==> config.mk <==
export PLATFORM = sky130hd
export DESIGN_NAME = sorted_array_list_with_free_list
export DESIGN_NICKNAME = d
export VERILOG_FILES = /design/src/sal_pkg.sv /design/src/sal_ram.sv /design/src/sal_ctrl.sv /design/src/sorted_array_list_with_free_list.sv
export SDC_FILE = /design/constraint.sdc
export NUM_CORES = 1
export LEC_CHECK = 0
export ABC_AREA = 1
export ABC_CLOCK_PERIOD_IN_PS = 6350
export CAP_MARGIN = 20
export CORE_MARGIN = 2
export CORE_UTILIZATION = 41
export DETAILED_ROUTE_END_ITERATION = 16
export DONT_BUFFER_PORTS = 1
export PLACE_DENSITY_LB_ADDON = 0.3
export SYNTH_ARGS = -nofsm -noshare
export SYNTH_HDL_FRONTEND = slang
export SYNTH_SLANG_ARGS = --single-unit
==> constraint.sdc <==
create_clock -name clk -period 6.35 [get_ports clk]
set_clock_uncertainty 0.2 [all_clocks]
set_input_delay 1.27 -clock clk [delete_from_list [all_inputs] [get_ports clk]]
set_output_delay 1.27 -clock clk [all_outputs]
set_load 0.005 [all_outputs]
==> src/sal_pkg.sv <==
`timescale 1ns / 1ps
// ----------------------------------------------------------------------------
// sal_pkg: shared types and constants for the sorted linked list
// Item structs, command and status codes and the controller state type.
// ----------------------------------------------------------------------------
package sal_pkg;

  localparam int DEFAULT_CAPACITY = 8;
  localparam int KEY_W            = 32;

  typedef enum logic [1:0] {
    CMD_INSERT  = 2'd0,
    CMD_DELETE  = 2'd1,
    CMD_DISPLAY = 2'd2,
    CMD_CLEAR   = 2'd3
  } cmd_t;

  typedef enum logic [1:0] {
    ST_DONE      = 2'd0,
    ST_FULL      = 2'd1,
    ST_NOT_FOUND = 2'd2,
    ST_EMPTY     = 2'd3
  } status_t;

  typedef struct packed {
    cmd_t                    command;
    logic signed [KEY_W-1:0] key;
  } in_item_t;

  typedef struct packed {
    status_t                 status;
    logic                    entry_valid;
    logic signed [KEY_W-1:0] out_key;
    logic                    last;
  } out_item_t;

  typedef enum logic [2:0] {
    S_IDLE,
    S_START,
    S_POP,
    S_WALK,
    S_LINK,
    S_LINK2,
    S_SHOW,
    S_EMIT
  } sal_state_t;

endpackage

==> src/sal_ram.sv <==
`timescale 1ns / 1ps
// ----------------------------------------------------------------------------
// sal_ram: generic single-port-write, single-port-read RAM
// One write and one registered read per cycle; read data holds when idle.
// ----------------------------------------------------------------------------
module sal_ram #(
  parameter int WIDTH = 8,
  parameter int DEPTH = 8
) (
  input  logic                     clk,
  input  logic                     we,
  input  logic [$clog2(DEPTH)-1:0] waddr,
  input  logic [WIDTH-1:0]         wdata,
  input  logic                     re,
  input  logic [$clog2(DEPTH)-1:0] raddr,
  output logic [WIDTH-1:0]         rdata
);

  logic [WIDTH-1:0] mem [DEPTH];

  always_ff @(posedge clk) begin
    if (we) begin
      mem[waddr] <= wdata;
    end
  end

  always_ff @(posedge clk) begin
    if (re) begin
      rdata <= mem[raddr];
    end
  end

endmodule

==> src/sal_ctrl.sv <==
`timescale 1ns / 1ps
// ----------------------------------------------------------------------------
// sal_ctrl: list walker and memory owner
// Holds the slot memories (key plus next link, and free chain links) and
// the sequencer that walks, relinks and emits results.
// ----------------------------------------------------------------------------
module sal_ctrl #(
  parameter int CAPACITY = sal_pkg::DEFAULT_CAPACITY
) (
  input  logic               clk,
  input  logic               rst,
  input  logic               in_valid,
  output logic               in_ready,
  input  sal_pkg::in_item_t  in_data,
  output logic               emit_valid,
  input  logic               emit_ready,
  output sal_pkg::out_item_t emit_data
);
  import sal_pkg::*;

  localparam int IDX_W  = $clog2(CAPACITY + 1);
  localparam int ADDR_W = $clog2(CAPACITY);
  localparam int ENT_W  = KEY_W + IDX_W;
  localparam logic [IDX_W-1:0] NULL_IDX = IDX_W'(CAPACITY);

  sal_state_t state, state_next;

  cmd_t                    cmd, cmd_next;
  logic signed [KEY_W-1:0] key, key_next;
  logic signed [KEY_W-1:0] prev_key, prev_key_next;
  logic [IDX_W-1:0]        slot, slot_next;
  logic [IDX_W-1:0]        cur, cur_next;
  logic [IDX_W-1:0]        prev, prev_next;
  logic [IDX_W-1:0]        list_head, list_head_next;
  logic [IDX_W-1:0]        free_head, free_head_next;
  logic [IDX_W-1:0]        fill, fill_next;
  status_t                 status, status_next;

  // Entry memory: {key, next link}; free memory: next link of the free chain.
  logic              e_we, e_re, f_we, f_re;
  logic [ADDR_W-1:0] e_waddr, e_raddr, f_waddr, f_raddr;
  logic [ENT_W-1:0]  e_wdata, e_rdata;
  logic [IDX_W-1:0]  f_wdata, f_rdata;

  sal_ram #(.WIDTH(ENT_W), .DEPTH(CAPACITY)) u_entry_ram (
    .clk   (clk),
    .we    (e_we),
    .waddr (e_waddr),
    .wdata (e_wdata),
    .re    (e_re),
    .raddr (e_raddr),
    .rdata (e_rdata)
  );

  sal_ram #(.WIDTH(IDX_W), .DEPTH(CAPACITY)) u_free_ram (
    .clk   (clk),
    .we    (f_we),
    .waddr (f_waddr),
    .wdata (f_wdata),
    .re    (f_re),
    .raddr (f_raddr),
    .rdata (f_rdata)
  );

  logic signed [KEY_W-1:0] e_key;
  logic [IDX_W-1:0]        e_link, e_link_n;
  logic                    next_null, key_gt, key_eq;
  logic                    head_null, free_null, cur_null, prev_null, slot_fresh;

  assign e_key      = e_rdata[IDX_W +: KEY_W];
  assign e_link     = e_rdata[IDX_W-1:0];
  // Any link outside the pool counts as the end of the chain.
  assign next_null  = (e_link >= NULL_IDX);
  assign e_link_n   = next_null ? NULL_IDX : e_link;
  assign key_gt     = (key > e_key);
  assign key_eq     = (key == e_key);
  assign head_null  = (list_head >= NULL_IDX);
  assign free_null  = (free_head >= NULL_IDX);
  assign cur_null   = (cur >= NULL_IDX);
  assign prev_null  = (prev >= NULL_IDX);
  // Slots at or above the fill mark were never handed out; their free link
  // is implied as the next slot up, so the free memory needs no reset.
  assign slot_fresh = (slot >= fill);

  always_ff @(posedge clk) begin
    if (rst) begin
      state     <= S_IDLE;
      list_head <= NULL_IDX;
      free_head <= '0;
      fill      <= '0;
    end else begin
      state     <= state_next;
      list_head <= list_head_next;
      free_head <= free_head_next;
      fill      <= fill_next;
    end
  end

  always_ff @(posedge clk) begin
    cmd      <= cmd_next;
    key      <= key_next;
    prev_key <= prev_key_next;
    slot     <= slot_next;
    cur      <= cur_next;
    prev     <= prev_next;
    status   <= status_next;
  end

  always_comb begin
    state_next = state;
    unique case (state)
      S_IDLE: begin
        if (in_valid) begin
          state_next = S_START;
        end
      end
      S_START: begin
        unique case (cmd)
          CMD_CLEAR:   state_next = S_EMIT;
          CMD_INSERT:  state_next = free_null ? S_EMIT : S_POP;
          CMD_DELETE:  state_next = head_null ? S_EMIT : S_WALK;
          CMD_DISPLAY: state_next = head_null ? S_EMIT : S_SHOW;
          default:     state_next = S_EMIT;
        endcase
      end
      S_POP: begin
        state_next = cur_null ? S_LINK : S_WALK;
      end
      S_WALK: begin
        if (cmd == CMD_INSERT) begin
          state_next = (key_gt && !next_null) ? S_WALK : S_LINK;
        end else begin
          state_next = (key_eq || next_null) ? S_EMIT : S_WALK;
        end
      end
      S_LINK: begin
        state_next = prev_null ? S_EMIT : S_LINK2;
      end
      S_LINK2: begin
        state_next = S_EMIT;
      end
      S_SHOW: begin
        if (emit_ready && next_null) begin
          state_next = S_IDLE;
        end
      end
      S_EMIT: begin
        if (emit_ready) begin
          state_next = S_IDLE;
        end
      end
      default: state_next = S_IDLE;
    endcase
  end

  always_comb begin
    cmd_next       = cmd;
    key_next       = key;
    prev_key_next  = prev_key;
    slot_next      = slot;
    cur_next       = cur;
    prev_next      = prev;
    list_head_next = list_head;
    free_head_next = free_head;
    fill_next      = fill;
    status_next    = status;
    in_ready       = 1'b0;
    e_we           = 1'b0;
    e_waddr        = slot[ADDR_W-1:0];
    e_wdata        = {key, cur};
    e_re           = 1'b0;
    e_raddr        = e_link_n[ADDR_W-1:0];
    f_we           = 1'b0;
    f_waddr        = cur[ADDR_W-1:0];
    f_wdata        = free_head;
    f_re           = 1'b0;
    f_raddr        = free_head[ADDR_W-1:0];
    emit_valid     = 1'b0;
    emit_data      = '{status: status, entry_valid: 1'b0, out_key: '0, last: 1'b1};

    unique case (state)
      S_IDLE: begin
        in_ready = 1'b1;
        if (in_valid) begin
          cmd_next = in_data.command;
          key_next = in_data.key;
        end
      end
      S_START: begin
        cur_next    = list_head;
        prev_next   = NULL_IDX;
        status_next = ST_DONE;
        unique case (cmd)
          CMD_CLEAR: begin
            list_head_next = NULL_IDX;
            free_head_next = '0;
            fill_next      = '0;
          end
          CMD_INSERT: begin
            slot_next = free_head;
            if (free_null) begin
              status_next = ST_FULL;
            end else begin
              f_re = 1'b1;
            end
          end
          CMD_DELETE: begin
            e_raddr = list_head[ADDR_W-1:0];
            if (head_null) begin
              status_next = ST_NOT_FOUND;
            end else begin
              e_re = 1'b1;
            end
          end
          CMD_DISPLAY: begin
            e_raddr = list_head[ADDR_W-1:0];
            if (head_null) begin
              status_next = ST_EMPTY;
            end else begin
              e_re = 1'b1;
            end
          end
          default: status_next = ST_DONE;
        endcase
      end
      S_POP: begin
        if (slot_fresh) begin
          free_head_next = fill + IDX_W'(1);
          fill_next      = fill + IDX_W'(1);
        end else begin
          free_head_next = f_rdata;
        end
        e_raddr = cur[ADDR_W-1:0];
        e_re    = !cur_null;
      end
      S_WALK: begin
        if (cmd == CMD_INSERT) begin
          if (key_gt) begin
            prev_next     = cur;
            prev_key_next = e_key;
            cur_next      = e_link_n;
            e_re          = !next_null;
          end
        end else if (key_eq) begin
          // Unlink the match and push its slot onto the free chain.
          status_next = ST_DONE;
          if (prev_null) begin
            list_head_next = e_link_n;
          end else begin
            e_we    = 1'b1;
            e_waddr = prev[ADDR_W-1:0];
            e_wdata = {prev_key, e_link_n};
          end
          f_we           = 1'b1;
          free_head_next = cur;
        end else begin
          prev_next     = cur;
          prev_key_next = e_key;
          cur_next      = e_link_n;
          if (next_null) begin
            status_next = ST_NOT_FOUND;
          end else begin
            e_re = 1'b1;
          end
        end
      end
      S_LINK: begin
        e_we        = 1'b1;
        status_next = ST_DONE;
        if (prev_null) begin
          list_head_next = slot;
        end
      end
      S_LINK2: begin
        e_we    = 1'b1;
        e_waddr = prev[ADDR_W-1:0];
        e_wdata = {prev_key, slot};
      end
      S_SHOW: begin
        emit_valid = 1'b1;
        emit_data  = '{status: ST_DONE, entry_valid: 1'b1, out_key: e_key, last: next_null};
        e_re       = emit_ready && !next_null;
      end
      S_EMIT: begin
        emit_valid = 1'b1;
      end
      default: in_ready = 1'b0;
    endcase
  end

endmodule

==> src/sorted_array_list_with_free_list.sv <==
`timescale 1ns / 1ps
// ----------------------------------------------------------------------------
// sorted_array_list_with_free_list: sorted key list in a fixed slot pool
// Insert, delete, in-order display and clear over linked slots kept in
// memory, with a free chain for unused slots and a registered result port.
// ----------------------------------------------------------------------------
//  channel  | handshake            | payload
//  ---------+----------------------+--------------------------------------
//  input    | in_valid / in_ready  | in_data  (command, key)
//  output   | out_valid / out_ready| out_data (status, entry_valid, out_key, last)
//
// One item is worked on at a time. Insert pops a free slot, walks the list
// and writes the entry (and relinks the one before it, if any); delete
// walks and unlinks a match. The walk reads the entry memory once per
// slot, at most CAPACITY slots. Clear, a full pool and the empty cases skip
// the walk; display gives one result per cycle while the output is ready.
// Reset is synchronous and leaves the list empty at once, with no memory
// sweep. A stalled output holds the walk in place without losing a result.
// ----------------------------------------------------------------------------
module sorted_array_list_with_free_list #(
  parameter int CAPACITY = sal_pkg::DEFAULT_CAPACITY
) (
  input  logic               clk,
  input  logic               rst,
  input  logic               in_valid,
  output logic               in_ready,
  input  sal_pkg::in_item_t  in_data,
  output logic               out_valid,
  input  logic               out_ready,
  output sal_pkg::out_item_t out_data
);
  import sal_pkg::*;

  logic      emit_valid, emit_ready;
  out_item_t emit_data;

  sal_ctrl #(.CAPACITY(CAPACITY)) u_ctrl (
    .clk        (clk),
    .rst        (rst),
    .in_valid   (in_valid),
    .in_ready   (in_ready),
    .in_data    (in_data),
    .emit_valid (emit_valid),
    .emit_ready (emit_ready),
    .emit_data  (emit_data)
  );

  // The output register frees the controller as soon as a result is taken.
  assign emit_ready = !out_valid || out_ready;

  always_ff @(posedge clk) begin
    if (rst) begin
      out_valid <= 1'b0;
    end else if (emit_valid && emit_ready) begin
      out_valid <= 1'b1;
    end else if (out_ready) begin
      out_valid <= 1'b0;
    end
  end

  always_ff @(posedge clk) begin
    if (emit_valid && emit_ready) begin
      out_data <= emit_data;
    end
  end

  // A result without a listed key is always the single, final result.
  a_plain_result: assert property (@(posedge clk) disable iff (rst)
    out_valid && !out_data.entry_valid |-> out_data.last && out_data.out_key == '0)
    else $error("result without a key is not a final zero result");

  // Listed keys only come out of a successful display.
  a_entry_done: assert property (@(posedge clk) disable iff (rst)
    out_valid && out_data.entry_valid |-> out_data.status == ST_DONE)
    else $error("listed key carries a failure status");

  // An accepted item keeps the input closed for at least the next cycle.
  a_one_at_a_time: assert property (@(posedge clk) disable iff (rst)
    in_valid && in_ready |=> !in_ready)
    else $error("input reopened right after an item was taken");

endmodule
==> flow_metrics.env, run 1 <==
export IMPL_cp_required_ns=6.39
export IMPL_fp_dieW_um=225
export IMPL_yosysMostFrequentCell="edfxtp_1"
export IMPL_dieHeight_um=225
export IMPL_track_usage_pct=18.0
export IMPL_pre_cts_slack_ns=1.64
export IMPL_coreArea_um2=48600
export IMPL_place_congestion=0.837
export IMPL_port_buffers=0
export IMPL_cpPeakStageDelay_ns=0.48
export IMPL_hp_class="reg2reg"
export IMPL_syn_inst=1559
export IMPL_remaining_drc_errors=0
export IMPL_post_route_min_period_ns=4.64
export IMPL_endpoint_kind="flop"
export IMPL_p_per_area_nw_per_um2=479
export IMPL_fin_util_pct=46.1
export IMPL_rrSetupSlack_ns=1.71
export IMPL_cts_resized=0
export IMPL_r2r_cells=13
export IMPL_timing_rr_end="u_ctrl.u_entry_ram.mem[6][29]"
export IMPL_synth_area_leaders="edfxtp_1, nor2_1, o21ai_1"
export IMPL_fmax_ghz=0.215
export IMPL_yosysSeqAreaShare_pct=72.9
export IMPL_synthFlopType="edfxtp_1"
export IMPL_hold_end="u_ctrl.prev_key[17]"
export IMPL_synth_top_area_share_pct=71.3
export IMPL_synth_edf_count=476
export IMPL_ys_ff_latch=492
export IMPL_vias=11878
export IMPL_fill_cells=4266
export IMPL_worstSetupPathType="reg2reg"
export IMPL_worstHoldPathCells=0
export IMPL_antenna_found_initial=1
export IMPL_route_detailed_wl_per_inst_um=20.3
export IMPL_routed_via_density=5.32
export IMPL_cts_max_level=2
export IMPL_postCtsSetupBuffers=0
export IMPL_tritoncts="done"
export IMPL_multi_input_area_um2=4670
export IMPL_grt_pass1_vias=11770
export IMPL_synth_largest_area_cell="edfxtp_1"
export IMPL_routed_wl_um=45300
export IMPL_dpl_instance_area_um2=20800
export IMPL_n_antenna_cell=0
export IMPL_async_reset_ff_share_pct=0
export IMPL_design_area_um2=22400
export IMPL_syn_num_nets=1638
export IMPL_relSlewSlack_pct=35.8
export IMPL_regArea_um2=14600
export IMPL_rsz0062_at_grt="false"
export IMPL_fp_dieArea_um2=50700
export IMPL_critical_path_startpoint_type="flop"
export IMPL_clk_path_buf_depth=3
export IMPL_postRouteAntennaNets=0
export IMPL_finalHoldViolCount=0
export IMPL_run_status="complete, no violations"
export IMPL_r2r_start="u_ctrl.key[11]"
export IMPL_finalCritPeriodShare_pct=73.1
export IMPL_total_power_mw=10.7
export IMPL_path_cells="ha_1, nand2_1, inv_1, nand3_1, nor3_1, nor2b_1, nand4_1, nand2_2, nand2_2, nand2_1, nand3_1, nor2_4, buf_4"
export IMPL_drive_gt1_share_pct=9.75
export IMPL_grt_first_pass_wirelength_um=69400
export IMPL_nets=1649
export IMPL_clock_sinks=492
export IMPL_setup_viol=0
export IMPL_syn_to_final_growth_pct=12.0
export IMPL_cp_slowest_cell="nor2_4"
export IMPL_ir_drop_mv=0.238
export IMPL_grt_max_degree=90
export IMPL_synth_cell_types=40
export IMPL_p_leak_nw=7.77
export IMPL_rows=81
export IMPL_fin_setup_tns_ns=0
export IMPL_cts_buffers=52
export IMPL_drt_iter0_drc=971
export IMPL_dpl_hpwl_um=26200
export IMPL_path_clk_slew_ns=0.06
export IMPL_clock_root_buffer="clkbuf_16"
export IMPL_ys_warnings_count=0
export IMPL_critPathMaxFanout=25
export IMPL_holdCritStartpoint="u_ctrl.u_entry_ram.rdata[21]"
export IMPL_cts_hold_buf=0
export IMPL_maxSlewViolCount=0
export IMPL_setup_ws_ns=1.71
export IMPL_avgSynthCellArea_um2=12.9
export IMPL_ioPinCount=76
export IMPL_synth_common_cells="edfxtp_1, nor2_1, o21ai_1, inv_1, nand2_1"
export IMPL_initial_core_util_pct=41.2
export IMPL_clk_latency_ns=0.60
export IMPL_syn_cell_area_um2=20000
export IMPL_drt_first_pass_iters=5
export IMPL_arrival_ns=4.68
export IMPL_cap_violations=0
export IMPL_max_slew_worst_pin_slew_ns=0.961
export IMPL_gr_total_overflow=0
==> cells in the final DEF (no fill, tap or decap), types with 19 or more instances in the layout <==
| cell | count |
|---|---|
| edfxtp_1 | 476 |
| nor2_1 | 243 |
| o21ai_1 | 135 |
| inv_1 | 134 |
| nand2_1 | 128 |
| o22ai_1 | 85 |
| o21ai_0 | 82 |
| clkbuf_16 | 52 |
| ha_1 | 41 |
| mux2_2 | 32 |
| a21oi_1 | 31 |
| clkinv_1 | 19 |
| buf_4 | 19 |
==> where the power goes <==
group	switching, mW	internal, mW	total (mW)
combinational	2.23	0.902	3.13
clock	1.24	1.74	2.98
sequential	0.214	4.42	4.63
==> per-stage QoR <==
stage,hold WS (ns),instances
after detailed placement,0.232,2138
after global placement,0.230,2138
after global routing,0.260,2233
after floorplan,0.226,1559
final,0.242,2233
after CTS,0.241,2233
==> registers in the layout, summed over array words and instances (netlist names) <==
register and count:
out_data 36, out_valid 1, u_ctrl.cmd 2, u_ctrl.cur 4, u_ctrl.f_wdata 4, u_ctrl.fill 4
u_ctrl.key 32, u_ctrl.list_head 4, u_ctrl.prev 4, u_ctrl.prev_key 32, u_ctrl.slot 4, u_ctrl.state 3
u_ctrl.status 2, u_ctrl.u_entry_ram.mem 288, u_ctrl.u_entry_ram.rdata 36, u_ctrl.u_free_ram.mem 32, u_ctrl.u_free_ram.rdata 4
==> logic make-up (layout without fill, tap and decap cells) <==
group                    after synthesis  after routing  synth area share, %
AND/OR/NAND/NOR                      426            426                 8.51
XOR/XNOR                               1              1               0.0437
AO/OA/AOI/OAI                        359            359                 9.81
multiplexers                          32             32                 1.80
flip-flops                           492            492                 72.9
adder cells (fa/ha/maj)               41             41                 2.56
buffers and inverters                208            260                 4.39
==> area by class of cell <==
class | instances | share of cell area (%)
clock buffer | 57 | 5.88
sequential | 492 | 65.1
multi-input combinational | 859 | 20.8
tap | 622 | 3.47
timing repair buffer | 20 | 0.725
inverter | 145 | 2.45
clock inverter | 38 | 1.57
==> critical path, delay by kind of cell (launching register included) <==
family | cells | cell delay (ns)
adder cells (fa/ha/maj) | 1 | 0.32
buffers and inverters | 2 | 0.54
flip-flops | 1 | 0.40
AND/OR/NAND/NOR | 10 | 2.80
==> worst max path at each step <==
stage	start	to	slack, ns	cells past startpoint
finish	u_ctrl.key[11]	u_ctrl.u_entry_ram.mem[6][29]	1.71	13
global route	u_ctrl.key[11]	u_ctrl.u_entry_ram.mem[4][25]	1.36	13
CTS	u_ctrl.key[11]	u_ctrl.u_entry_ram.mem[4][28]	1.62	13
detailed placement	u_ctrl.key[11]	u_ctrl.u_entry_ram.mem[4][19]	1.64	13
global placement	u_ctrl.u_entry_ram.rdata[15]	u_ctrl.u_entry_ram.mem[4][17]	1.84	14
floorplan	u_ctrl.key[31]	u_ctrl.u_entry_ram.rdata[0]	1.63	11
==> per-layer routing <==
layer	track usage, %	vias up	share of wire (%)
met3	3.36	76	5.6
met1	24.8	5851	45
li1	-	5652	-
met2	29.3	297	47
met4	4.87	2	2.2
met5	0	-	0.029
Note: power is estimated with default switching activity, not from simulation.
==> run 2: changes to the inputs <==
Settings changed: ABC_CLOCK_PERIOD_IN_PS 6350 to 4100.
Clock period 6.35 ns to 4.1 ns, I/O delays scaled along.
==> flow_metrics.env, run 2 (synthesis results as in run 1) <==
export IMPL_dieHeight_um=225
export IMPL_rrSetupSlack_ns=0.15
export IMPL_grt_max_degree=145
export IMPL_r2r_cells=12
export IMPL_track_usage_pct=17.7
export IMPL_grt_pass1_vias=11763
export IMPL_p_per_area_nw_per_um2=732
export IMPL_clock_root_buffer="clkbuf_16"
export IMPL_reg_largest_list="u_ctrl.u_entry_ram.mem (288), out_data (36), u_ctrl.u_entry_ram.rdata (36)"
export IMPL_critPathMaxFanout=27
export IMPL_cap_violations=0
export IMPL_path_cells="ha_1, nand2_1, nor2_1, nand2_1, nor3_2, nand4_1, nand2_2, nand2_2, nand2_1, nand3_1, nor2_4, buf_12"
export IMPL_vias=11909
export IMPL_drive_gt1_share_pct=10.6
export IMPL_initial_core_util_pct=41.2
export IMPL_worstSetupPathType="reg2reg"
export IMPL_hp_class="in2reg"
export IMPL_arrival_ns=4.01
export IMPL_relSlewSlack_pct=31.2
export IMPL_layout_commonest_cell="edfxtp_1"
export IMPL_route_detailed_wl_per_inst_um=19.7
export IMPL_fill_cells=4266
export IMPL_place_congestion=0.892
export IMPL_postRouteAntennaNets=0
export IMPL_worstHoldPathCells=1
export IMPL_nets=1665
export IMPL_clk_latency_ns=0.58
export IMPL_path_clk_slew_ns=0.06
export IMPL_drt_iter0_drc=1133
export IMPL_cp_slowest_cell="nor2_4"
export IMPL_hold_ws_ns=0.110
export IMPL_cp_num_cells=12
export IMPL_p_leak_nw=7.84
export IMPL_cpPeakStageDelay_ns=0.46
export IMPL_fin_setup_tns_ns=0
export IMPL_remaining_drc_errors=0
export IMPL_pre_cts_slack_ns=0.246
export IMPL_maxSlewViolCount=0
export IMPL_post_route_min_period_ns=3.95
export IMPL_port_buffers=0
export IMPL_tritoncts="done"
export IMPL_final_cell_mix="edfxtp_1, nor2_1, o21ai_1, inv_1, nand2_1"
export IMPL_largest_reg_flops=288
export IMPL_fp_dieArea_um2=50700
export IMPL_run_status="complete, no violations"
export IMPL_cp_required_ns=4.16
export IMPL_postCtsSetupBuffers=0
export IMPL_syn_to_final_growth_pct=12.6
export IMPL_drt_first_pass_iters=5
export IMPL_finalCritPeriodShare_pct=96.3
export IMPL_clock_sinks=492
export IMPL_max_slew_worst_pin_slew_ns=1.03
export IMPL_ir_drop_mv=0.423
export IMPL_rows=81
export IMPL_fp_dieW_um=225
export IMPL_endpoint_kind="flop"
export IMPL_ioPinCount=76
export IMPL_cts_max_level=2
export IMPL_routed_wl_um=44300
export IMPL_finalHoldViolCount=0
export IMPL_setup_viol=0
export IMPL_worst_path_buf_inv=1
export IMPL_critical_path_startpoint_type="flop"
export IMPL_fin_util_pct=46.4
export IMPL_cts_resized=0
export IMPL_setup_ws_ns=0.151
export IMPL_clk_path_buf_depth=3
export IMPL_cts_buffers=50
export IMPL_fmax_ghz=0.253
export IMPL_routed_via_density=5.30
export IMPL_rsz0062_at_grt="false"
export IMPL_grt_first_pass_wirelength_um=68500
export IMPL_regMostFlops="u_ctrl.u_entry_ram.mem"
export IMPL_cpLargestDelayFamily="simple AND/OR/NAND/NOR gates"
export IMPL_crit_top_cell="nand2_1"
export IMPL_coreArea_um2=48600
export IMPL_dpl_hpwl_um=27100
export IMPL_gr_total_overflow=0
export IMPL_cts_hold_buf=0
export IMPL_antenna_found_initial=0
==> run 2: cell types whose count changed in the layout (fill, tap and decap cells not counted), sizes merged <==
cell      change
clkinvlp      -1
clkinv        -8
clkbuf        +9
bufinv        -3
inv           -2
diode         +1
buf          +18
==> run 2: where the power goes <==
group,switching (mW),internal [mW],total [mW]
combinational,3.44,1.49,4.93
clock,1.88,2.54,4.42
sequential,0.322,6.84,7.16
==> run 2: stage by stage <==
| stage | power (mW) | cells | cell area, µm² |
|---|---|---|---|
| final | 16.5 | 2247 | 22600 |
| after global routing | 17.5 | 2246 | 22600 |
| after CTS | 16.7 | 2246 | 22600 |
| after detailed placement | 12.2 | 2156 | 21000 |
| after global placement | 12.1 | 2155 | 21000 |
| after floorplan | 10.7 | 1559 | 20000 |
==> run 2: final cells by class <==
cell class / instances / area, µm² / share of cell area, %
inverter: 145 / 549 / 2.43
antenna: 1 / 2.50 / 0.0111
multi-input combinational: 859 / 4670 / 20.7
clock inverter: 24 / 204 / 0.904
tap: 622 / 778 / 3.45
clock buffer: 66 / 1370 / 6.08
timing repair buffer: 38 / 380 / 1.69
sequential: 492 / 14600 / 64.7
==> run 2: path summary, 6_finish.rpt <==
| path | end | startpoint |
|---|---|---|
| worst max register to register | u_ctrl.u_entry_ram.mem[6][2] | u_ctrl.key[31] |
| worst max-delay path | u_ctrl.u_entry_ram.mem[6][2] | u_ctrl.key[31] |
| worst min register to register | u_ctrl.prev_key[4] | u_ctrl.u_entry_ram.rdata[8] |
| worst min-delay path | out_valid | rst |
==> run 2: routing by layer <==
layer  global-route usage [%]  routed length, µm
met5                        0                  0
met4                     5.51                999
met3                     3.09               2750
met2                     28.2              20700
met1                     24.7              19900
